--- config.mk ---
export PLATFORM = sky130hd
export DESIGN_NAME = microwire_eeprom_master_flat
export DESIGN_NICKNAME = d
export VERILOG_FILES = /design/src/rtl/mwm_pkg.sv /design/src/rtl/mwm_req_if.sv /design/src/rtl/mwm_rsp_if.sv /design/src/rtl/mwm_apb_regs.sv /design/src/rtl/mwm_core.sv /design/src/rtl/microwire_eeprom_master.sv /design/src/flat_wrapper.sv
export SDC_FILE = /design/constraint.sdc
export NUM_CORES = 1
export LEC_CHECK = 0
export BUFFER_PORTS_ARGS = -buffer_cell sky130_fd_sc_hd__buf_2
export CORE_MARGIN = 2
export CORE_UTILIZATION = 60
export CTS_BUF_LIST = sky130_fd_sc_hd__clkbuf_4
export CTS_CLUSTER_DIAMETER = 60
export DETAILED_ROUTE_END_ITERATION = 12
export HOLD_SLACK_MARGIN = 0.05
export MAX_ROUTING_LAYER = met4
export PLACE_DENSITY_LB_ADDON = 0.12
export SLEW_MARGIN = 20
export SYNTH_ARGS = -nofsm -noshare
export SYNTH_HDL_FRONTEND = slang
export SYNTH_SLANG_ARGS = --single-unit
--- constraint.sdc ---
create_clock -name clk -period 6.93 [get_ports clk]
set_clock_uncertainty 0.2 [all_clocks]
set_input_delay 1.386 -clock clk [delete_from_list [all_inputs] [get_ports clk]]
set_output_delay 1.386 -clock clk [all_outputs]
set_load 0.05 [all_outputs]
--- src/rtl/mwm_pkg.sv ---
// ----------------------------------------------------------------------------
// mwm_pkg
// Shared widths, codes, reset values and item types for the Microwire
// EEPROM master.
// ----------------------------------------------------------------------------
package mwm_pkg;

	// field widths
	localparam int REQ_W      = 3;
	localparam int ADDR_W     = 8;
	localparam int DATA_W     = 16;
	localparam int STATUS_W   = 2;
	localparam int POLL_W     = 7;
	localparam int IVL_W      = 16;
	localparam int HALF_W     = 8;

	// apb port
	localparam int APB_ADDR_W = 4;
	localparam int APB_DATA_W = 32;

	// default geometry
	localparam int ADDR_BITS_DEF = 8;
	localparam int WORD_BITS_DEF = 16;

	// register reset values
	localparam logic [POLL_W-1:0] POLL_ATTEMPTS_RST = 7'd10;
	localparam logic [IVL_W-1:0]  POLL_IVL_RST      = 16'd1000;
	localparam logic [HALF_W-1:0] HALF_BIT_RST      = 8'd1;

	// register indexes
	localparam logic [1:0] REG_POLL_ATTEMPTS = 2'd0;
	localparam logic [1:0] REG_POLL_IVL      = 2'd1;
	localparam logic [1:0] REG_HALF_BIT      = 2'd2;

	// request codes
	localparam logic [REQ_W-1:0] REQ_NONE  = 3'd0;
	localparam logic [REQ_W-1:0] REQ_READ  = 3'd1;
	localparam logic [REQ_W-1:0] REQ_WRITE = 3'd2;
	localparam logic [REQ_W-1:0] REQ_ERASE = 3'd3;
	localparam logic [REQ_W-1:0] REQ_EWEN  = 3'd4;
	localparam logic [REQ_W-1:0] REQ_EWDS  = 3'd5;

	// microwire opcodes
	localparam logic [1:0] OP_EXT   = 2'd0;
	localparam logic [1:0] OP_WRITE = 2'd1;
	localparam logic [1:0] OP_READ  = 2'd2;
	localparam logic [1:0] OP_ERASE = 2'd3;

	// status codes
	localparam logic [STATUS_W-1:0] ST_OK      = 2'd0;
	localparam logic [STATUS_W-1:0] ST_TIMEOUT = 2'd1;
	localparam logic [STATUS_W-1:0] ST_REJECT  = 2'd2;

	typedef struct packed {
		logic [POLL_W-1:0] poll_attempts;
		logic [IVL_W-1:0]  poll_interval_ticks;
		logic [HALF_W-1:0] half_bit_ticks;
	} cfg_t;

	typedef struct packed {
		logic [REQ_W-1:0]  req_type;
		logic [ADDR_W-1:0] word_address;
		logic [DATA_W-1:0] write_word;
		logic              data_out_pin;
	} req_item_t;

	typedef struct packed {
		logic                clock_pin;
		logic                select_pin;
		logic                data_in_pin;
		logic                busy_res;
		logic                done_res;
		logic [STATUS_W-1:0] status;
		logic [DATA_W-1:0]   read_word;
	} res_item_t;

endpackage

--- src/rtl/mwm_req_if.sv ---
// ----------------------------------------------------------------------------
// mwm_req_if
// Request channel: one item per serial timing tick.
// ----------------------------------------------------------------------------
interface mwm_req_if;
	logic                        valid;
	logic                        ready;
	logic [mwm_pkg::REQ_W-1:0]   req_type;
	logic [mwm_pkg::ADDR_W-1:0]  word_address;
	logic [mwm_pkg::DATA_W-1:0]  write_word;
	logic                        data_out_pin;

	modport source (output valid, req_type, word_address, write_word, data_out_pin,
		input ready);
	modport sink (input valid, req_type, word_address, write_word, data_out_pin,
		output ready);
endinterface

--- src/rtl/mwm_rsp_if.sv ---
// ----------------------------------------------------------------------------
// mwm_rsp_if
// Result channel: pin levels and command status, one item per tick.
// ----------------------------------------------------------------------------
interface mwm_rsp_if;
	logic                          valid;
	logic                          ready;
	logic                          clock_pin;
	logic                          select_pin;
	logic                          data_in_pin;
	logic                          busy_res;
	logic                          done_res;
	logic [mwm_pkg::STATUS_W-1:0]  status;
	logic [mwm_pkg::DATA_W-1:0]    read_word;

	modport source (output valid, clock_pin, select_pin, data_in_pin, busy_res, done_res,
		status, read_word, input ready);
	modport sink (input valid, clock_pin, select_pin, data_in_pin, busy_res, done_res,
		status, read_word, output ready);
endinterface

--- src/rtl/mwm_apb_regs.sv ---
// ----------------------------------------------------------------------------
// mwm_apb_regs
// APB configuration registers: poll attempts, poll interval, half bit time.
// ----------------------------------------------------------------------------
module mwm_apb_regs (
	input  logic                             clk,
	input  logic                             arst_n,
	input  logic                             psel,
	input  logic                             penable,
	input  logic                             pwrite,
	input  logic [mwm_pkg::APB_ADDR_W-1:0]   paddr,
	input  logic [mwm_pkg::APB_DATA_W-1:0]   pwdata,
	output logic [mwm_pkg::APB_DATA_W-1:0]   prdata,
	output logic                             pready,
	output mwm_pkg::cfg_t                    cfg
);
	import mwm_pkg::*;

	cfg_t       cfg_q;
	logic       wr_en;
	logic [1:0] reg_idx;

	assign pready  = 1'b1;
	assign wr_en   = psel & penable & pwrite;
	assign reg_idx = paddr[APB_ADDR_W-1:2];
	assign cfg     = cfg_q;

	always_ff @(posedge clk or negedge arst_n) begin
		if (!arst_n) begin
			cfg_q.poll_attempts       <= POLL_ATTEMPTS_RST;
			cfg_q.poll_interval_ticks <= POLL_IVL_RST;
			cfg_q.half_bit_ticks      <= HALF_BIT_RST;
		end else if (wr_en) begin
			unique case (reg_idx)
				REG_POLL_ATTEMPTS: cfg_q.poll_attempts       <= pwdata[POLL_W-1:0];
				REG_POLL_IVL:      cfg_q.poll_interval_ticks <= pwdata[IVL_W-1:0];
				REG_HALF_BIT:      cfg_q.half_bit_ticks      <= pwdata[HALF_W-1:0];
				default: ;
			endcase
		end
	end

	always_comb begin
		unique case (reg_idx)
			REG_POLL_ATTEMPTS: prdata = APB_DATA_W'(cfg_q.poll_attempts);
			REG_POLL_IVL:      prdata = APB_DATA_W'(cfg_q.poll_interval_ticks);
			REG_HALF_BIT:      prdata = APB_DATA_W'(cfg_q.half_bit_ticks);
			default:           prdata = '0;
		endcase
	end

endmodule

--- src/rtl/mwm_core.sv ---
// ----------------------------------------------------------------------------
// mwm_core
// Microwire sequencer: one step per tick, frames a command, shifts it out,
// samples read data and polls for ready after write and erase.
// ----------------------------------------------------------------------------
module mwm_core #(
	parameter int ADDR_BITS = mwm_pkg::ADDR_BITS_DEF,
	parameter int WORD_BITS = mwm_pkg::WORD_BITS_DEF
) (
	input  logic               clk,
	input  logic               arst_n,
	input  logic               step,
	input  mwm_pkg::req_item_t item,
	input  mwm_pkg::cfg_t      cfg,
	output mwm_pkg::res_item_t result
);
	import mwm_pkg::*;

	localparam int SHIFT_W = 3 + ADDR_BITS + WORD_BITS;
	localparam int BL_W    = $clog2(SHIFT_W + 1);
	localparam int IDX_W   = $clog2(SHIFT_W);
	localparam int TICK_W  = IVL_W;

	localparam logic [2:0] PH_IDLE      = 3'd0;
	localparam logic [2:0] PH_SEND_LOW  = 3'd1;
	localparam logic [2:0] PH_SEND_HIGH = 3'd2;
	localparam logic [2:0] PH_RECV_LOW  = 3'd3;
	localparam logic [2:0] PH_RECV_HIGH = 3'd4;
	localparam logic [2:0] PH_DESELECT  = 3'd5;
	localparam logic [2:0] PH_POLL      = 3'd6;
	localparam logic [2:0] PH_POLL_WAIT = 3'd7;

	localparam logic [BL_W-1:0] CMD_BITS  = BL_W'(3 + ADDR_BITS);
	localparam logic [BL_W-1:0] WR_BITS   = BL_W'(3 + ADDR_BITS + WORD_BITS);
	localparam logic [BL_W-1:0] RECV_BITS = BL_W'(WORD_BITS);

	// sequencer state
	logic [2:0]           phase_q, phase_d;
	logic [SHIFT_W-1:0]   shift_q, shift_d;
	logic [BL_W-1:0]      bits_q, bits_d;
	logic [TICK_W-1:0]    tick_q, tick_d;
	logic [POLL_W-1:0]    polls_q, polls_d;
	logic [WORD_BITS-1:0] rcv_q, rcv_d;
	logic [REQ_W-1:0]     pend_q;
	logic                 di_pin_q;

	// state after a possible command start
	logic [2:0]           ph;
	logic [SHIFT_W-1:0]   shf;
	logic [BL_W-1:0]      bl;
	logic [TICK_W-1:0]    tc;
	logic [WORD_BITS-1:0] rcv;
	logic [REQ_W-1:0]     pend;

	logic                 busy, is_req, start, finished, timeout;
	logic [1:0]           op;
	logic [ADDR_BITS-1:0] cmd_addr;
	logic [SHIFT_W-1:0]   load;
	logic [BL_W-1:0]      load_bits;
	logic [TICK_W:0]      tick_inc;
	logic [TICK_W:0]      half_lim, ivl_lim;
	logic [BL_W-1:0]      bl_m1, bl_dec;
	logic [POLL_W-1:0]    polls_dec;
	logic                 clk_d, sel_d, di_d;

	assign busy     = (phase_q != PH_IDLE);
	assign start    = !busy && is_req;
	assign half_lim = (cfg.half_bit_ticks == '0) ? (TICK_W+1)'(1)
		: (TICK_W+1)'(cfg.half_bit_ticks);
	assign ivl_lim  = (cfg.poll_interval_ticks == '0) ? (TICK_W+1)'(1)
		: (TICK_W+1)'(cfg.poll_interval_ticks);

	// request decode
	always_comb begin
		is_req    = 1'b1;
		op        = OP_EXT;
		cmd_addr  = ADDR_BITS'(item.word_address);
		unique case (item.req_type)
			REQ_READ:  op = OP_READ;
			REQ_WRITE: op = OP_WRITE;
			REQ_ERASE: op = OP_ERASE;
			REQ_EWEN:  cmd_addr = {2'b11, {(ADDR_BITS-2){1'b0}}};
			REQ_EWDS:  cmd_addr = '0;
			default:   is_req = 1'b0;
		endcase
		if (item.req_type == REQ_WRITE) begin
			load      = {1'b1, op, cmd_addr, WORD_BITS'(item.write_word)};
			load_bits = WR_BITS;
		end else begin
			load      = SHIFT_W'({1'b1, op, cmd_addr});
			load_bits = CMD_BITS;
		end
	end

	always_comb begin
		ph   = start ? PH_SEND_LOW : phase_q;
		shf  = start ? load : shift_q;
		bl   = start ? load_bits : bits_q;
		tc   = start ? '0 : tick_q;
		rcv  = (start && item.req_type == REQ_READ) ? '0 : rcv_q;
		pend = start ? item.req_type : pend_q;

		tick_inc  = (TICK_W+1)'(tc) + (TICK_W+1)'(1);
		bl_m1     = bl - BL_W'(1);
		bl_dec    = (bl != '0) ? bl_m1 : '0;
		polls_dec = (polls_q != '0) ? polls_q - POLL_W'(1) : '0;

		phase_d  = ph;
		shift_d  = shf;
		bits_d   = bl;
		tick_d   = tc;
		polls_d  = polls_q;
		rcv_d    = rcv;
		clk_d    = 1'b0;
		sel_d    = 1'b0;
		di_d     = di_pin_q;
		finished = 1'b0;
		timeout  = 1'b0;

		unique case (ph)
			PH_SEND_LOW: begin
				di_d  = shf[bl_m1[IDX_W-1:0]];
				sel_d = 1'b1;
				if (tick_inc >= half_lim) begin
					tick_d  = '0;
					phase_d = PH_SEND_HIGH;
				end else begin
					tick_d = tick_inc[TICK_W-1:0];
				end
			end
			PH_SEND_HIGH: begin
				clk_d  = 1'b1;
				sel_d  = 1'b1;
				bits_d = bl_dec;
				if (bl_dec != '0) begin
					phase_d = PH_SEND_LOW;
				end else if (pend == REQ_READ) begin
					bits_d  = RECV_BITS;
					phase_d = PH_RECV_LOW;
				end else begin
					phase_d = PH_DESELECT;
				end
			end
			PH_RECV_LOW: begin
				sel_d = 1'b1;
				if (tick_inc >= half_lim) begin
					tick_d  = '0;
					phase_d = PH_RECV_HIGH;
				end else begin
					tick_d = tick_inc[TICK_W-1:0];
				end
			end
			PH_RECV_HIGH: begin
				clk_d   = 1'b1;
				sel_d   = 1'b1;
				rcv_d   = {rcv[WORD_BITS-2:0], item.data_out_pin};
				bits_d  = bl_dec;
				phase_d = (bl_dec != '0) ? PH_RECV_LOW : PH_DESELECT;
			end
			PH_DESELECT: begin
				if (pend == REQ_WRITE || pend == REQ_ERASE) begin
					polls_d = (cfg.poll_attempts == '0) ? POLL_W'(1) : cfg.poll_attempts;
					phase_d = PH_POLL;
				end else begin
					finished = 1'b1;
					phase_d  = PH_IDLE;
				end
			end
			PH_POLL: begin
				sel_d = 1'b1;
				if (item.data_out_pin) begin
					finished = 1'b1;
					phase_d  = PH_IDLE;
				end else begin
					polls_d = polls_dec;
					if (polls_dec == '0) begin
						finished = 1'b1;
						timeout  = 1'b1;
						phase_d  = PH_IDLE;
					end else begin
						tick_d  = '0;
						phase_d = PH_POLL_WAIT;
					end
				end
			end
			PH_POLL_WAIT: begin
				sel_d = 1'b1;
				if (tick_inc >= ivl_lim) begin
					tick_d  = '0;
					phase_d = PH_POLL;
				end else begin
					tick_d = tick_inc[TICK_W-1:0];
				end
			end
			default: phase_d = PH_IDLE;
		endcase
	end

	always_comb begin
		result.clock_pin   = clk_d;
		result.select_pin  = sel_d;
		result.data_in_pin = di_d;
		result.busy_res    = (phase_d != PH_IDLE);
		result.done_res    = finished || (busy && is_req);
		result.read_word   = DATA_W'(rcv_d);
		if (finished) begin
			result.status = timeout ? ST_TIMEOUT : ST_OK;
		end else if (busy && is_req) begin
			result.status = ST_REJECT;
		end else begin
			result.status = ST_OK;
		end
	end

	always_ff @(posedge clk or negedge arst_n) begin
		if (!arst_n) begin
			phase_q   <= PH_IDLE;
			shift_q   <= '0;
			bits_q    <= '0;
			tick_q    <= '0;
			polls_q   <= '0;
			rcv_q     <= '0;
			pend_q    <= REQ_NONE;
			di_pin_q  <= 1'b0;
		end else if (step) begin
			phase_q   <= phase_d;
			shift_q   <= shift_d;
			bits_q    <= bits_d;
			tick_q    <= tick_d;
			polls_q   <= polls_d;
			rcv_q     <= rcv_d;
			pend_q    <= pend;
			di_pin_q  <= di_d;
		end
	end

endmodule

--- src/rtl/microwire_eeprom_master.sv ---
// ----------------------------------------------------------------------------
// microwire_eeprom_master
// Microwire master for a x16 serial EEPROM, stepped once per tick item.
//
//   channel   role     payload
//   req       sink     req_type, word_address, write_word, data_out_pin
//   rsp       source   pin levels, busy_res, done_res, status, read_word
//   apb       slave    poll_attempts, poll_interval_ticks, half_bit_ticks
//
// one item per cycle sustained while rsp is not stalled; every item gives
// one result, loaded into the result register from the input register
// the sequencer step between the two registers sets the cycle time
// reset clears the sequencer to idle with all pins low, registers to defaults
// a stalled result holds the pipe; req stays ready while the input stage
// can move on
// ----------------------------------------------------------------------------
module microwire_eeprom_master #(
	parameter int ADDR_BITS = mwm_pkg::ADDR_BITS_DEF,
	parameter int WORD_BITS = mwm_pkg::WORD_BITS_DEF
) (
	input  logic                             clk,
	input  logic                             arst_n,
	mwm_req_if.sink                          req,
	mwm_rsp_if.source                        rsp,
	input  logic                             psel,
	input  logic                             penable,
	input  logic                             pwrite,
	input  logic [mwm_pkg::APB_ADDR_W-1:0]   paddr,
	input  logic [mwm_pkg::APB_DATA_W-1:0]   pwdata,
	output logic [mwm_pkg::APB_DATA_W-1:0]   prdata,
	output logic                             pready
);
	import mwm_pkg::*;

	cfg_t      cfg;
	req_item_t item_s1;
	logic      valid_s1;
	res_item_t res_d, res_q;
	logic      out_valid_q;
	logic      adv;

	assign adv       = valid_s1 && (!out_valid_q || rsp.ready);
	assign req.ready = !valid_s1 || adv;

	mwm_apb_regs u_regs (
		.clk     (clk),
		.arst_n  (arst_n),
		.psel    (psel),
		.penable (penable),
		.pwrite  (pwrite),
		.paddr   (paddr),
		.pwdata  (pwdata),
		.prdata  (prdata),
		.pready  (pready),
		.cfg     (cfg)
	);

	mwm_core #(
		.ADDR_BITS (ADDR_BITS),
		.WORD_BITS (WORD_BITS)
	) u_core (
		.clk    (clk),
		.arst_n (arst_n),
		.step   (adv),
		.item   (item_s1),
		.cfg    (cfg),
		.result (res_d)
	);

	always_ff @(posedge clk or negedge arst_n) begin
		if (!arst_n) begin
			valid_s1    <= 1'b0;
			out_valid_q <= 1'b0;
		end else begin
			if (req.valid && req.ready) begin
				valid_s1 <= 1'b1;
			end else if (adv) begin
				valid_s1 <= 1'b0;
			end
			if (adv) begin
				out_valid_q <= 1'b1;
			end else if (rsp.ready) begin
				out_valid_q <= 1'b0;
			end
		end
	end

	always_ff @(posedge clk) begin
		if (req.valid && req.ready) begin
			item_s1.req_type     <= req.req_type;
			item_s1.word_address <= req.word_address;
			item_s1.write_word   <= req.write_word;
			item_s1.data_out_pin <= req.data_out_pin;
		end
		if (adv) begin
			res_q <= res_d;
		end
	end

	assign rsp.valid       = out_valid_q;
	assign rsp.clock_pin   = res_q.clock_pin;
	assign rsp.select_pin  = res_q.select_pin;
	assign rsp.data_in_pin = res_q.data_in_pin;
	assign rsp.busy_res    = res_q.busy_res;
	assign rsp.done_res    = res_q.done_res;
	assign rsp.status      = res_q.status;
	assign rsp.read_word   = res_q.read_word;

	a_clk_needs_sel: assert property (@(posedge clk) disable iff (!arst_n)
		out_valid_q && res_q.clock_pin |-> res_q.select_pin)
		else $error("serial clock high without chip select");

	a_status_with_done: assert property (@(posedge clk) disable iff (!arst_n)
		out_valid_q && res_q.status != ST_OK |-> res_q.done_res)
		else $error("nonzero status without done");

	a_timeout_ends_cmd: assert property (@(posedge clk) disable iff (!arst_n)
		out_valid_q && res_q.status == ST_TIMEOUT |-> res_q.select_pin && !res_q.busy_res)
		else $error("poll timeout not reported at end of poll");

	a_step_gives_result: assert property (@(posedge clk) disable iff (!arst_n)
		adv |=> out_valid_q)
		else $error("stepped item produced no result");

endmodule
--- src/flat_wrapper.sv ---
// flat-port wrapper written by rule: the top's interface ports become plain ports
module microwire_eeprom_master_flat import mwm_pkg::*;
#(
	parameter int ADDR_BITS = mwm_pkg::ADDR_BITS_DEF,
	parameter int WORD_BITS = mwm_pkg::WORD_BITS_DEF
)
  (clk, arst_n, psel, penable, pwrite, paddr, pwdata, prdata, pready, req_valid, req_req_type, req_word_address, req_write_word, req_data_out_pin, req_ready, rsp_valid, rsp_clock_pin, rsp_select_pin, rsp_data_in_pin, rsp_busy_res, rsp_done_res, rsp_status, rsp_read_word, rsp_ready);
  mwm_req_if req_i ();
  mwm_rsp_if rsp_i ();
  input  logic clk;
  input  logic arst_n;
  input  logic psel;
  input  logic penable;
  input  logic pwrite;
  input  logic [mwm_pkg::APB_ADDR_W-1:0] paddr;
  input  logic [mwm_pkg::APB_DATA_W-1:0] pwdata;
  output logic [mwm_pkg::APB_DATA_W-1:0] prdata;
  output logic pready;
  input wire logic [$bits(req_i.valid)-1:0] req_valid;
  input wire logic [$bits(req_i.req_type)-1:0] req_req_type;
  input wire logic [$bits(req_i.word_address)-1:0] req_word_address;
  input wire logic [$bits(req_i.write_word)-1:0] req_write_word;
  input wire logic [$bits(req_i.data_out_pin)-1:0] req_data_out_pin;
  output wire logic [$bits(req_i.ready)-1:0] req_ready;
  output wire logic [$bits(rsp_i.valid)-1:0] rsp_valid;
  output wire logic [$bits(rsp_i.clock_pin)-1:0] rsp_clock_pin;
  output wire logic [$bits(rsp_i.select_pin)-1:0] rsp_select_pin;
  output wire logic [$bits(rsp_i.data_in_pin)-1:0] rsp_data_in_pin;
  output wire logic [$bits(rsp_i.busy_res)-1:0] rsp_busy_res;
  output wire logic [$bits(rsp_i.done_res)-1:0] rsp_done_res;
  output wire logic [$bits(rsp_i.status)-1:0] rsp_status;
  output wire logic [$bits(rsp_i.read_word)-1:0] rsp_read_word;
  input wire logic [$bits(rsp_i.ready)-1:0] rsp_ready;
  assign req_i.valid = req_valid;
  assign req_i.req_type = req_req_type;
  assign req_i.word_address = req_word_address;
  assign req_i.write_word = req_write_word;
  assign req_i.data_out_pin = req_data_out_pin;
  assign req_ready = req_i.ready;
  assign rsp_valid = rsp_i.valid;
  assign rsp_clock_pin = rsp_i.clock_pin;
  assign rsp_select_pin = rsp_i.select_pin;
  assign rsp_data_in_pin = rsp_i.data_in_pin;
  assign rsp_busy_res = rsp_i.busy_res;
  assign rsp_done_res = rsp_i.done_res;
  assign rsp_status = rsp_i.status;
  assign rsp_read_word = rsp_i.read_word;
  assign rsp_i.ready = rsp_ready;
  microwire_eeprom_master #(.ADDR_BITS(ADDR_BITS), .WORD_BITS(WORD_BITS)) u_core (.clk(clk), .arst_n(arst_n), .req(req_i), .rsp(rsp_i), .psel(psel), .penable(penable), .pwrite(pwrite), .paddr(paddr), .pwdata(pwdata), .prdata(prdata), .pready(pready));
endmodule
Yosys cells after proc, flatten, opt, wreduce, memory -nomap -nowiden
Index checks and enable logic that the tools add are counted.
{"block": "totals", "out_inout_bits": 58, "wordCells": 141, "reg_bits": 162}
{"block": "classes", "addsub": 3, "n_lt_le_gt_ge": 3, "bitwise_logic": 2, "n_mux": 57, "reduce_logical": 33, "eq_ne": 19}
{"cell": "16-bit 2-to-1 mux", "count": 8}
{"cell": "16-bit one-hot mux with 3 select lines", "count": 2}
{"cell": "27-bit 2-to-1 mux", "count": 2}
{"cell": "3-bit 2-to-1 mux", "count": 11}
{"cell": "7-bit 2-to-1 mux", "count": 4}
{"cell": "5-bit 2-to-1 mux", "count": 5}
{"cell": "3-bit one-hot mux with 7 select lines", "count": 1}
{"cell": "3-bit by 2-bit == test with 1-bit output (second input constant)", "count": 6}
{"cell": "3-bit == test (second input constant)", "count": 6}
{"cell": "16-bit by 1-bit adder with 17-bit output (second input constant)", "count": 1}
{"cell": "17-bit by 16-bit greater-or-equal comparator with 1-bit output", "count": 1}
{"cell": "17-bit by 8-bit greater-or-equal comparator with 1-bit output", "count": 1}
{"cell": "16-bit zero test", "count": 1}
{"cell": "8-bit one-hot mux with 2 select lines", "count": 1}
{"cell": "1-bit 2-to-1 mux", "count": 15}
{"cell": "7-bit zero test", "count": 2}
{"cell": "7-bit one-hot mux with 2 select lines", "count": 1}
{"cell": "5-bit one-hot mux with 2 select lines", "count": 1}
{"cell": "5-bit nonzero test", "count": 2}
{"cell": "3-bit by 1-bit == test with 1-bit output (second input constant)", "count": 3}
{"cell": "8-bit zero test", "count": 1}
{"cell": "8-bit 2-to-1 mux", "count": 1}
{"cell": "7-bit nonzero test", "count": 1}
{"cell": "7-bit by 1-bit subtractor with 7-bit output (second input constant)", "count": 1}
{"cell": "other kinds (21)", "count": 39}

Depth between registers and ports, before layout
Gate-level depths: netlist of the first run.
{"block": "logic_depth", "ltp_word": 11, "ltp_mapped": 20, "ltp_nobuf": 18}

By module
A second synthesis of the first run with hierarchy kept.
{"block": "hier_totals", "hier_cells": 892, "area_unflattened_um2": 9013.6}
{"module": "mwm_core", "seq_area_each_um2": 1951.9, "area_per_inst_um2": 5820.6, "n_inst": 1, "cells_per_inst": 711}
{"module": "microwire_eeprom_master", "seq_area_each_um2": 1581.5, "area_per_inst_um2": 1635.3, "n_inst": 1, "cells_per_inst": 59}
{"module": "mwm_apb_regs", "seq_area_each_um2": 787.0, "area_per_inst_um2": 1557.7, "n_inst": 1, "cells_per_inst": 122}

Worst setup path before layout of the first run
No wires, ideal clock.
{"block": "synth_timing", "kind": "register -> register", "from": "register u_core.item_s1[26] (netlist name)", "to": "register u_core.u_core.tick_q[2]", "setup_time_ps": 66, "n_path_buf": 3, "setup_slack_ps": 2107, "arrival_time_ps": 4557, "path_stages_with_launch": 21, "synth_period_minus_slack_ps": 4823, "t_required_ps": 6664, "path_cell_list": "edfxtp_1 inv_1 ha_1 nor4_1 a21oi_2 clkbuf_1 clkbuf_1 and2_1 ha_1 nand4_1 nor4_1 xnor2_1 nor2_1 ha_1 a21o_1 a2111oi_0 nand2_1 a211oi_2 and2_1 buf_6 a221o_1"}
{"block": "synth_between", "elab_chain_cells": 9}
{"item": "from (decl)", "line": "microwire_eeprom_master.sv:36", "text": "req_item_t item_s1;"}
{"item": "3-bit by 2-bit == test with 1-bit output (tied with other cells)", "line": "mwm_core.sv:78", "text": "unique case (item.req_type)"}
{"item": "5-bit OR reduction (no source line) *"}
{"item": "1-bit 2-to-1 mux *", "line": "mwm_core.sv:78"}
{"item": "1-bit logical AND *", "line": "mwm_core.sv:67", "text": "assign start = !busy && is_req;"}
{"item": "16-bit 2-to-1 mux", "line": "mwm_core.sv:99", "text": "tc = start ? '0 : tick_q;"}
{"item": "16-bit by 1-bit adder with 17-bit output", "line": "mwm_core.sv:103", "text": "tick_inc = (TICK_W+1)'(tc) + (TICK_W+1)'(1);"}
{"item": "17-bit by 16-bit greater-or-equal comparator with 1-bit output or 17-bit by 8-bit greater-or-equal comparator with 1-bit output (tied branches)", "line": "mwm_core.sv:188, mwm_core.sv:124, mwm_core.sv:146"}
{"item": "16-bit 2-to-1 mux (on tied branches)", "line": "mwm_core.sv:188, mwm_core.sv:124, mwm_core.sv:146"}
{"item": "16-bit one-hot mux with 3 select lines *", "line": "mwm_core.sv:120", "text": "unique case (ph)"}
{"item": "to (signal assigned)", "line": "mwm_core.sv:229", "text": "tick_q <= tick_d;"}
{"item": "to (decl)", "line": "mwm_core.sv:41", "text": "logic [TICK_W-1:0] tick_q, tick_d;"}
Every way passes the cells marked *; elsewhere a longest branch is shown, timed or not.
A chain may end at the register's enable or synchronous reset.

Worst setup path in the final report of the first run
Ends and elaborated chain as after synthesis.

==> reports/qor.csv, run 1 <==
stage,metric,value,unit
outcome,status,finished clean,
route,drt_first_pass_iters,5,
critical_path,cpMostUsedCell,ha_1,
synthesis,syn_inst,931,
pwr,power_leakage,4.23,nW
die,core,14400,um2
critical_path,worstPathRequired,7.23,ns
synthesis,synth_largest_area_cell,dfrtp_1,
pwr,irDropWorstVdd,0.000177,V
die,die_w,125,um
sta,hold_violations,0,
synthesis,synth_top_family_by_area,simple AND/OR/NAND/NOR gates,
route,vias,6941,
critical_path,crit_chain,inv_1 > ha_1 > nor4_1 > a21oi_2 > and2_1 > ha_1 > nand4_1 > nor4_1 > xnor2_1 > nor2_1 > ha_1 > a21o_1 > a2111oi_0 > nand2_1 > a211oi_2 > and2_1 > a221o_1,
route,avgViaCountPerCell,5.76,
synthesis,synth-xor-area-share,1.79,%
synthesis,synth_mux_area_share,4.29,%
sta,drv_slew,0,
synthesis,yosysMostFrequentCell,nand2_1,
critical_path,cp_num_buf_inv,1,
synthesis,synth_compound_area_share,16.5,%
clock_tree,cts_buffers,17,
critical_path,critPathSlowestCell,edfxtp_1,
synthesis,synth_common_cells,"nand2_1 (182), dfrtp_1 (102), o21ai_0 (83)",
sta,setup_viol,0,
synthesis,ys_types,71,
synthesis,synth_seq_area_share,49.5,%
layout,fin_area,9580,um2
sta,max_freq,189,MHz
clock_tree,clockRootBuffer,clkbuf_4,
clock_tree,path_clk_slew,0.13,ns
synthesis,synth-edff-count,51,
pwr,combPwrFrac,35.5,%
critical_path,crit_path_max_incr_delay,0.53,ns
clock_tree,clkLatencyLatePin,0.55,ns
die,die_h,125,um
synthesis,synth_simple_gate_area_share,18.4,%
sta,rsz0062_at_grt,false,
placement,post_dp_cell_area,9270,um2
critical_path,start_kind,flip-flop,
route,routed_wl,18400,um
global_routing,grt_use_total,25.0,%
pwr,p_seq_share,44.9,%
synthesis,async_flop_share,68.5,%
layout,fin_nets,1106,
critical_path,cp.depth,17,
layout,fillerInstances,1226,
clock_tree,post_cts_buffers,0,
sta,tightest_slew,0.948,ns
global_routing,grt_max_degree,63,
synthesis,synth_ff_type,dfrtp_1,
die,core.rowCount,44,
die,ios,129,
route,drtAntennaViolNets,0,
die,initial_core_util,60.7,%
critical_path,end_kind,flip-flop,
critical_path,path_max_fanout,10,
clock_tree,ctsHoldBuffers,0,
placement,gp_congestion,0.951,
critical_path,critical_path_class,flip-flop to flip-flop,
layout,syn_to_final_growth,9.76,%
sta,max-slew-margin-rel,36.8,%
route,drtIter0Drc,601,
route,drc,0,
placement,hpwl,13200,um
clock_tree,cts_resized,0,
clock_tree,cts.sinks,162,
pwr,powerDensity,322,nW/um2
clock_tree,ctsLongestPathBuffers,2,
critical_path,crit_family,simple AND/OR/NAND/NOR gates,
global_routing,antenna_found_initial,1,
pwr,p_sw,0.00121,W
synthesis,syn_area,8730,um2
synthesis,synth.area.top_cells,"dfrtp_1 (29%), edfxtp_1 (18%), nand2_1 (7.8%), o21ai_0 (4.8%), ha_1 (3.9%)",
critical_path,crit_arrival,5.60,ns
min_path,hp-class,flip-flop to flip-flop,
synthesis,synth_top_area_share,29.2,%
synthesis,synth_fa_ha_area_share,3.87,%
min_path,holdPathStages,2,
pwr,sw_frac_of_total,39.1,%
clock_tree,cts_tree,yes,
synthesis,synth.avg_cell_area,9.37,um2
global_routing,grt_pass1_vias,6198,
die,die-area,15500,um2
route,avgRoutedWirePerCell,15.3,um
clock_tree,cts.htree.levels,4,
sta,fin_setup_tns,0,ns
pwr,internal-power,0.00188,W
synthesis,synth-seq-cells,162,
layout,final_layout_size_suffix_gt1_share,17.4,%
pwr,p_clk_share,19.6,%
global_routing,grt_pass1_wl,30700,um
critical_path,r2r_cells,17,
placement,portBuffers,93,
run,maxCapViolations,0,
global_routing,grt_remaining_overflow,0,
sta,min_period,5.30,ns
sta,final.period_utilization,76.4,%
synthesis,yosysWarnings,0,
[layer usage]
layer / part of all wire [%] / wire length, um / track usage, %
met5: 0 / 0 / -
met4: 1.2 / 221 / 6.61
met3: 5.6 / 1030 / 4.64
met2: 44 / 8170 / 35.7
met1: 49 / 9000 / 37.1
[worst min-delay path: stages (launching register included)]
cell and delay (ns):
dfrtp_1 0.36, nand2_1 0.05, o41ai_1 0.05
[power groups by stage]
stage	clock [W]	combinational, W	sequential [W]
detailed placement	0	0.00109	0.00140
global placement	0	0.00107	0.00140
global route	0.000653	0.00122	0.00142
CTS	0.000615	0.00109	0.00138
finish	0.000603	0.00110	0.00138
floorplan	0	0.000812	0.00140
[final timing paths]
path | startpoint | to | slack [ns]
worst max-delay path | u_core.item_s1[26] | u_core.u_core.tick_q[2] | 1.63
worst min-delay path | u_core.u_core.shift_q[18] | u_core.u_core.shift_q[18] | 0.29
worst max register to register | u_core.item_s1[26] | u_core.u_core.tick_q[2] | 1.63
worst min register to register | u_core.u_core.shift_q[18] | u_core.u_core.shift_q[18] | 0.29
max in group asynchronous | arst_n | u_core.valid_s1 | 4.65
min in group asynchronous | arst_n | u_core.u_core.rcv_q[12] | 0.64
[registers in the layout (all words and copies together), names as in the netlist]
register,count
u_core.u_regs.cfg,31
u_core.rsp.done_res,1
u_core.u_core.bits_q,5
u_core.rsp.data_in_pin,1
u_core.rsp.read_word,16
u_core.u_core.shift_q,27
u_core.u_core.pend_q,3
u_core.item_s1,28
u_core.u_core.phase_q,3
u_core.rsp.busy_res,1
u_core.valid_s1,1
u_core.u_core.tick_q,16
u_core.u_core.polls_q,7
u_core.u_core.di_pin_q,1
u_core.u_core.rcv_q,16
u_core.rsp.status,2
u_core.rsp.valid,1
u_core.rsp.clock_pin,1
u_core.rsp.select_pin,1
[logic make-up after synthesis]
kind of cell,Yosys count
simple gates,352
compound gates,231
flops,162
buf+inv,106
mux,34
fa+ha+maj,27
xor+xnor,17
other cells,2
[cell type report]
cell class / instances / area (um2) / share of cell area (%)
Clock inverter: 13 / 166 / 1.74
Multi-Input combinational cell: 678 / 3990 / 41.7
Antenna cell: 1 / 2.50 / 0.0261
Sequential cell: 162 / 4320 / 45.1
Clock buffer: 19 / 143 / 1.49
Inverter: 44 / 165 / 1.72
Tap cell: 184 / 230 / 2.40
Timing Repair Buffer: 105 / 558 / 5.83
[stage by stage]
step                      hold slack (ns)  instances  utilization (%)  worst slack, ns  power [W]
after floorplan                     0.238        946                -             2.11    0.00222
after detailed placement            0.261       1173             64.5             1.69    0.00249
after global routing                0.321       1206             66.7             1.12    0.00329
final                               0.286       1206             66.7             1.63    0.00308
after CTS                           0.290       1205             66.6             1.66    0.00309
after global placement              0.251       1173             64.5             1.82    0.00247
[layout by cell type, fill, tap and decap left out, types with 17 or more instances in the layout]
cell      instances
dfrtp_1         102
o21ai_0          83
edfxtp_1         51
mux2_2           17
nand3_1          20
buf_2            92
nand2_1         182
a21oi_1          53
conb_1           17
ha_1             27
clkbuf_4         19
nor2_1           59
inv_1            43
(Power assumes the default switching activity.)
==> inputs of run 2 (changes only) <==
--- a/config.mk
+++ b/config.mk
@@ -5,9 +5,10 @@
 export SDC_FILE = /design/constraint.sdc
 export NUM_CORES = 1
 export LEC_CHECK = 0
+export ABC_AREA = 1
 export BUFFER_PORTS_ARGS = -buffer_cell sky130_fd_sc_hd__buf_2
 export CORE_MARGIN = 2
-export CORE_UTILIZATION = 60
+export CORE_UTILIZATION = 54
 export CTS_BUF_LIST = sky130_fd_sc_hd__clkbuf_4
 export CTS_CLUSTER_DIAMETER = 60
 export DETAILED_ROUTE_END_ITERATION = 12
==> constraint.sdc (replaced) <==
create_clock -name clk -period 4.7 [get_ports clk]
set_clock_uncertainty 0.2 [all_clocks]
set_input_delay 0.94 -clock clk [delete_from_list [all_inputs] [get_ports clk]]
set_output_delay 0.94 -clock clk [all_outputs]
set_load 0.05 [all_outputs]
==> run 2 against run 1 <==
Compared with the run above: via count up 11%; combinational power rose to 2.8 times the previous value; synthesized cell count up 21%; power up 99%; sequential share of layout area down 1.7 points; final cell count up 20%.
==> reports/qor.csv, run 2 <==
stage,metric,value,unit
layout,fin_nets,1313,
pwr,powerDensity,616,nW/um2
pwr,irDropWorstVdd,0.000235,V
critical_path,reg2reg_slack,0.39,ns
die,core.rowCount,47,
sta,rsz0062_at_grt,false,
sta,worst_slack,0.391,ns
layout,regArea,4320,um2
sta,fin_setup_tns,0,ns
critical_path,end_kind,flip-flop,
clock_tree,clockRootBuffer,clkbuf_4,
sta,min_period,4.31,ns
layout,layout_common_cells,"nand2_1 (293), inv_1 (141), dfrtp_1 (102), nor2_1 (94), buf_2 (92)",
global_routing,grt_remaining_overflow,0,
sta,drv_slew,0,
synthesis,synth_largest_area_cell,dfrtp_1,
synthesis,synth_ff_type,dfrtp_1,
global_routing,use_met1,34.8,%
route,routed_wl,21400,um
synthesis,synth.area.top_cells,"dfrtp_1 (28%), edfxtp_1 (17%), nand2_1 (12%), inv_1 (5.9%), o21ai_0 (5.0%)",
route,drtAntennaViolNets,0,
sta,tightest_slew,1.04,ns
route,avgRoutedWirePerCell,14.8,um
layout,fin_util,60.4,%
min_path,hp-class,input pin to asynchronous set/reset pin,
layout,final_layout_size_suffix_gt1_share,15.0,%
synthesis,synth_seq_area_share,47.9,%
sta,final.period_utilization,91.7,%
placement,gp_congestion,0.905,
placement,hpwl,15500,um
critical_path,regToRegEndpoint,u_core.rsp.busy_res,
die,die_h,133,um
layout,fillerInstances,1532,
synthesis,yosysWarnings,0,
die,core,16500,um2
outcome,status,finished clean,
synthesis,synth.avg_cell_area,8.00,um2
critical_path,cpMostUsedCell,nand2_1,
critical_path,worstPathRequired,4.82,ns
layout,largest_reg_flops,31,
clock_tree,cts.htree.levels,4,
critical_path,path_max_fanout,7,
synthesis,yosysMostFrequentCell,nand2_1,
global_routing,grt_max_degree,62,
global_routing,use_met3,4.60,%
clock_tree,cts.sinks,162,
layout,multi_input_area,3900,um2
critical_path,critPathSlowestCell,edfxtp_1,
layout,fin_area,9950,um2
critical_path,r2r_cells,24,
placement,portBuffers,93,
synthesis,synth_top_area_share,28.3,%
synthesis,synth-edff-count,51,
critical_path,crit_path_max_incr_delay,0.55,ns
sta,max_freq,232,MHz
run,maxCapViolations,0,
route,drc,0,
die,die_w,133,um
placement,post_dp_cell_area,9650,um2
critical_path,crit_arrival,4.43,ns
synthesis,synth-seq-cells,162,
synthesis,ys_types,54,
clock_tree,post_cts_buffers,0,
clock_tree,path_clk_slew,0.14,ns
sta,hold_violations,0,
critical_path,crit_chain,ha_1 > nand2_2 > nand2_4 > inv_2 > nor2_1 > ha_1 > nand3_1 > nor3_2 > xor2_1 > ha_1 > nand2_1 > inv_1 > nand2_1 > nand2_1 > nand2_1 > o21ai_0 > nor3_1 > nand3_1 > nor2_2 > nand2_1 > nand2_1 > nand3_1 > nor2_1 > nand2b_1,
route,avgViaCountPerCell,5.34,
clock_tree,cts_resized,0,
global_routing,grt_pass1_wl,35900,um
clock_tree,cts_buffers,17,
critical_path,crit_family,simple AND/OR/NAND/NOR gates,
layout,syn_to_final_growth,10.3,%
global_routing,grt_use_total,26.2,%
critical_path,r2r-start,u_core.item_s1[27],
layout,final_common_cell,nand2_1,
global_routing,grt_busiest_layer,met2,
clock_tree,ctsLongestPathBuffers,2,
critical_path,start_kind,flip-flop,
placement,post-place-ws,0.381,ns
sta,max-slew-margin-rel,30.3,%
die,ios,129,
global_routing,grt_pass1_vias,7376,
synthesis,synth_common_cells,"nand2_1 (293), inv_1 (143), dfrtp_1 (102)",
critical_path,critical_path_class,flip-flop to flip-flop,
synthesis,syn_inst,1129,
clock_tree,clkLatencyLatePin,0.57,ns
clock_tree,ctsHoldBuffers,0,
route,vias,7737,
sta,setup_viol,0,
global_routing,antenna_found_initial,1,
global_routing,grt_use_met2,41.2,%
route,drtIter0Drc,591,
synthesis,async_flop_share,68.5,%
clock_tree,cts_tree,yes,
synthesis,syn_area,9030,um2
route,drt_first_pass_iters,5,
critical_path,cp_num_buf_inv,2,
pwr,power_leakage,4.90,nW
die,initial_core_util,54.8,%
die,die-area,17800,um2
## run 2: changes by cell type after synthesis, sizes merged, moves of 11 or more
cell / before / now
a211oi: 11 / 0
and2: 15 / 0
inv: 43 / 150
mux2: 17 / 0
mux2i: 16 / 0
nand2: 182 / 302
nand3: 21 / 68
nor2: 59 / 102
o221ai: 1 / 16
o31ai: 16 / 0
## run 2: where the power goes
part | switching, W | internal [W] | leakage (nW)
logic | 0.00211 | 0.000991 | 2.86
registers | 0.000254 | 0.00191 | 1.88
clock network | 0.000496 | 0.000372 | 0.159
total | 0.00286 | 0.00327 | 4.90
## run 2: worst max path at each step
stage	cells after the start	from	slack (ns)	end
floorplan	29	u_core.item_s1[26]	0.48	u_core.u_core.tick_q[4]
global placement	25	u_core.item_s1[26]	0.39	u_core.rsp.busy_res
detailed placement	25	u_core.item_s1[26]	0.38	u_core.rsp.busy_res
CTS	25	u_core.item_s1[26]	0.34	u_core.rsp.busy_res
global route	24	u_core.item_s1[26]	0.01	u_core.u_core.tick_q[15]
finish	24	u_core.item_s1[27]	0.39	u_core.rsp.busy_res
## run 2: layout make-up
type / instances / area share, %
Multi-Input combinational cell: 774 / 39.2
Tap cell: 220 / 2.77
Clock buffer: 18 / 1.36
Timing Repair Buffer: 109 / 5.91
Clock inverter: 14 / 1.63
Antenna cell: 1 / 0.0251
Sequential cell: 162 / 43.4
Inverter: 151 / 5.69
## run 2: routing by layer
layer | up-vias | share of wire [%]
met2 | 217 | 47
met5 | - | 0
met1 | 3610 | 46
met4 | 0 | 2.1
li1 | 3874 | -
met3 | 36 | 4.7
## run 2: cell families after synthesis
family | count (synthesis) | share of synthesized area [%]
and+or+nand+nor | 512 | 24.4
AOI/OAI and AO/OA | 209 | 13.5
buffers and inverters | 208 | 9.62
DFF | 162 | 47.9
adders and majority gates | 27 | 3.74
xor gates and xnor gates | 9 | 0.873
other | 2 | 0.0832
## run 2: per-stage QoR
stage	hold WS [ns]	total power, W	instances
after detailed placement	0.264	0.00525	1416
final	0.192	0.00614	1449
after CTS	0.185	0.00613	1448
after global placement	0.246	0.00518	1416
after floorplan	0.230	0.00451	1144
after global routing	0.200	0.00666	1449
## run 2: worst reg2reg max path: cells and delay by family (launching register included)
| kind | cells | cell delay, ns |
|---|---|---|
| XOR/XNOR | 1 | 0.32 |
| AO/OA/AOI/OAI | 1 | 0.08 |
| AND/OR/NAND/NOR | 17 | 1.93 |
| flip-flops | 1 | 0.55 |
| buffers and inverters | 2 | 0.14 |
| adder cells (fa/ha/maj) | 3 | 0.87 |
==> inputs of run 3 (changes only) <==
--- a/config.mk
+++ b/config.mk
@@ -7,14 +7,13 @@
 export LEC_CHECK = 0
 export ABC_AREA = 1
 export BUFFER_PORTS_ARGS = -buffer_cell sky130_fd_sc_hd__buf_2
-export CORE_MARGIN = 2
 export CORE_UTILIZATION = 54
 export CTS_BUF_LIST = sky130_fd_sc_hd__clkbuf_4
 export CTS_CLUSTER_DIAMETER = 60
 export DETAILED_ROUTE_END_ITERATION = 12
 export HOLD_SLACK_MARGIN = 0.05
 export MAX_ROUTING_LAYER = met4
-export PLACE_DENSITY_LB_ADDON = 0.12
+export PLACE_DENSITY = 0.87
 export SLEW_MARGIN = 20
 export SYNTH_ARGS = -nofsm -noshare
 export SYNTH_HDL_FRONTEND = slang
==> run 3 against run 2 <==
Compared with the run above: clock-buffer cell count unchanged; wire length decreased by 1.4%; maximum frequency down 0.35%; die area is 3.0% lower; via count up 3.1%; critical path type unchanged; first-iteration DRC count is 19% higher; power rose by 1.3%.
==> reports/qor.csv, run 3 (synthesis gave the netlist of run 2 again) <==
stage,metric,value,unit
clock_tree,clkLatencyLatePin,0.60,ns
die,die-area,17200,um2
sta,holdWs,0.144,ns
critical_path,crit_family,simple AND/OR/NAND/NOR gates,
pwr,irDropWorstVdd,0.000288,V
placement,post_dp_cell_area,9610,um2
sta,hold_violations,0,
sta,worst_slack,0.376,ns
layout,layout_common_cells,"nand2_1 (293), inv_1 (142), dfrtp_1 (102), nor2_1 (93), buf_2 (92)",
clock_tree,cts_tree,yes,
placement,hpwl,15300,um
sta,final.period_utilization,92.0,%
pwr,finalPower,0.00621,W
clock_tree,cts.sinks,162,
clock_tree,clockRootBuffer,clkbuf_4,
route,drc,0,
critical_path,crit_arrival,4.64,ns
critical_path,crit_path_max_incr_delay,0.44,ns
critical_path,r2r_cells,26,
placement,portBuffers,93,
sta,tightest_slew,1.06,ns
global_routing,grt_max_degree,62,
layout,syn_to_final_growth,10.7,%
critical_path,critical_path_class,flip-flop to flip-flop,
global_routing,antenna_found_initial,1,
sta,setup_viol,0,
die,core.rowCount,46,
min_path,hp-class,input pin to asynchronous set/reset pin,
global_routing,grt_pass1_wl,35000,um
layout,fin_util,62.0,%
layout,final_common_cell,nand2_1,
critical_path,start_kind,flip-flop,
die,initial_core_util,56.0,%
outcome,status,finished clean,
global_routing,grt_use_total,26.0,%
layout,fillerInstances,1352,
critical_path,cpMostUsedCell,nand2_1,
pwr,power_leakage,4.91,nW
global_routing,grt_pass1_vias,7331,
pwr,powerDensity,621,nW/um2
run,maxCapViolations,0,
sta,rsz0062_at_grt,true,
sta,min_period,4.32,ns
critical_path,r2r-start,u_core.item_s1[26],
critical_path,path_max_fanout,12,
critical_path,reg2reg_slack,0.38,ns
critical_path,worstPathRequired,5.02,ns
clock_tree,path_clk_slew,0.13,ns
route,drtIter0Drc,704,
route,vias,7975,
layout,final_layout_size_suffix_gt1_share,15.0,%
layout,fin_area,10000,um2
route,drt_first_pass_iters,5,
sta,drv_slew,0,
route,drtAntennaViolNets,0,
clock_tree,ctsLongestPathBuffers,2,
route,avgViaCountPerCell,5.53,
global_routing,grt_remaining_overflow,0,
route,routed_wl,21100,um
die,die_w,131,um
sta,max_freq,231,MHz
die,ios,129,
critical_path,regToRegEndpoint,u_core.u_core.tick_q[5],
layout,largest_reg_flops,31,
placement,post-place-ws,0.390,ns
critical_path,cp_num_buf_inv,2,
die,die_h,131,um
placement,gp_congestion,0.934,
clock_tree,cts_buffers,17,
clock_tree,cts.htree.levels,4,
critical_path,end_kind,flip-flop,
clock_tree,ctsHoldBuffers,0,
die,core,16100,um2
layout,fin_nets,1311,
critical_path,critPathSlowestCell,edfxtp_1,
route,avgRoutedWirePerCell,14.6,um
sta,max-slew-margin-rel,29.1,%
-- run 3: layout make-up --
| type | instances | area, um2 | area share (%) |
|---|---|---|---|
| antenna | 1 | 2.50 | 0.0250 |
| clock buffer | 18 | 135 | 1.35 |
| clock inverter | 14 | 186 | 1.86 |
| inverter | 151 | 567 | 5.67 |
| multi-input combinational | 775 | 3950 | 39.5 |
| sequential | 162 | 4320 | 43.2 |
| tap | 216 | 270 | 2.70 |
| timing repair buffer | 106 | 569 | 5.69 |
-- run 3: report_power, final --
group | leakage [nW] | total, W | switching [W] | internal (W)
combinational | 2.86 | 0.00311 | 0.00213 | 0.000985
clock | 0.165 | 0.000930 | 0.000505 | 0.000425
sequential | 1.88 | 0.00217 | 0.000262 | 0.00191
-- run 3: worst max path at each step --
| stage | cells past startpoint | startpoint | endpoint | slack (ns) |
|---|---|---|---|---|
| after floorplan | 29 | u_core.item_s1[26] | u_core.u_core.tick_q[4] | 0.48 |
| after global placement | 24 | u_core.item_s1[27] | u_core.rsp.busy_res | 0.41 |
| after detailed placement | 24 | u_core.item_s1[27] | u_core.rsp.busy_res | 0.39 |
| after CTS | 26 | u_core.item_s1[26] | u_core.u_core.tick_q[5] | 0.29 |
| after global routing | 26 | u_core.item_s1[26] | u_core.u_core.tick_q[5] | -0.04 |
| final | 26 | u_core.item_s1[26] | u_core.u_core.tick_q[5] | 0.38 |
-- run 3: stage by stage --
stage / TNS, ns / cells
6_report: 0 / 1443
5_1_grt: -0.0526 / 1443
4_1_cts: 0 / 1440
3_5_place_dp: 0 / 1408
3_3_place_gp: 0 / 1408
2_1_floorplan: 0 / 1144
-- run 3: routing by layer --
| metal | share of wire (%) | GRT usage, % | vias up |
|---|---|---|---|
| li1 | - | - | 3859 |
| met1 | 43 | 32.3 | 3758 |
| met2 | 48 | 41.4 | 302 |
| met3 | 5.9 | 4.17 | 56 |
| met4 | 3.6 | 13.3 | 0 |
| met5 | 0 | - | - |
-- run 3: timing repair --
item                                    4_1_cts  5_1_grt
gates resized for setup                       0        9
buffers inserted                              0        1
endpoints found under the setup margin        0       20
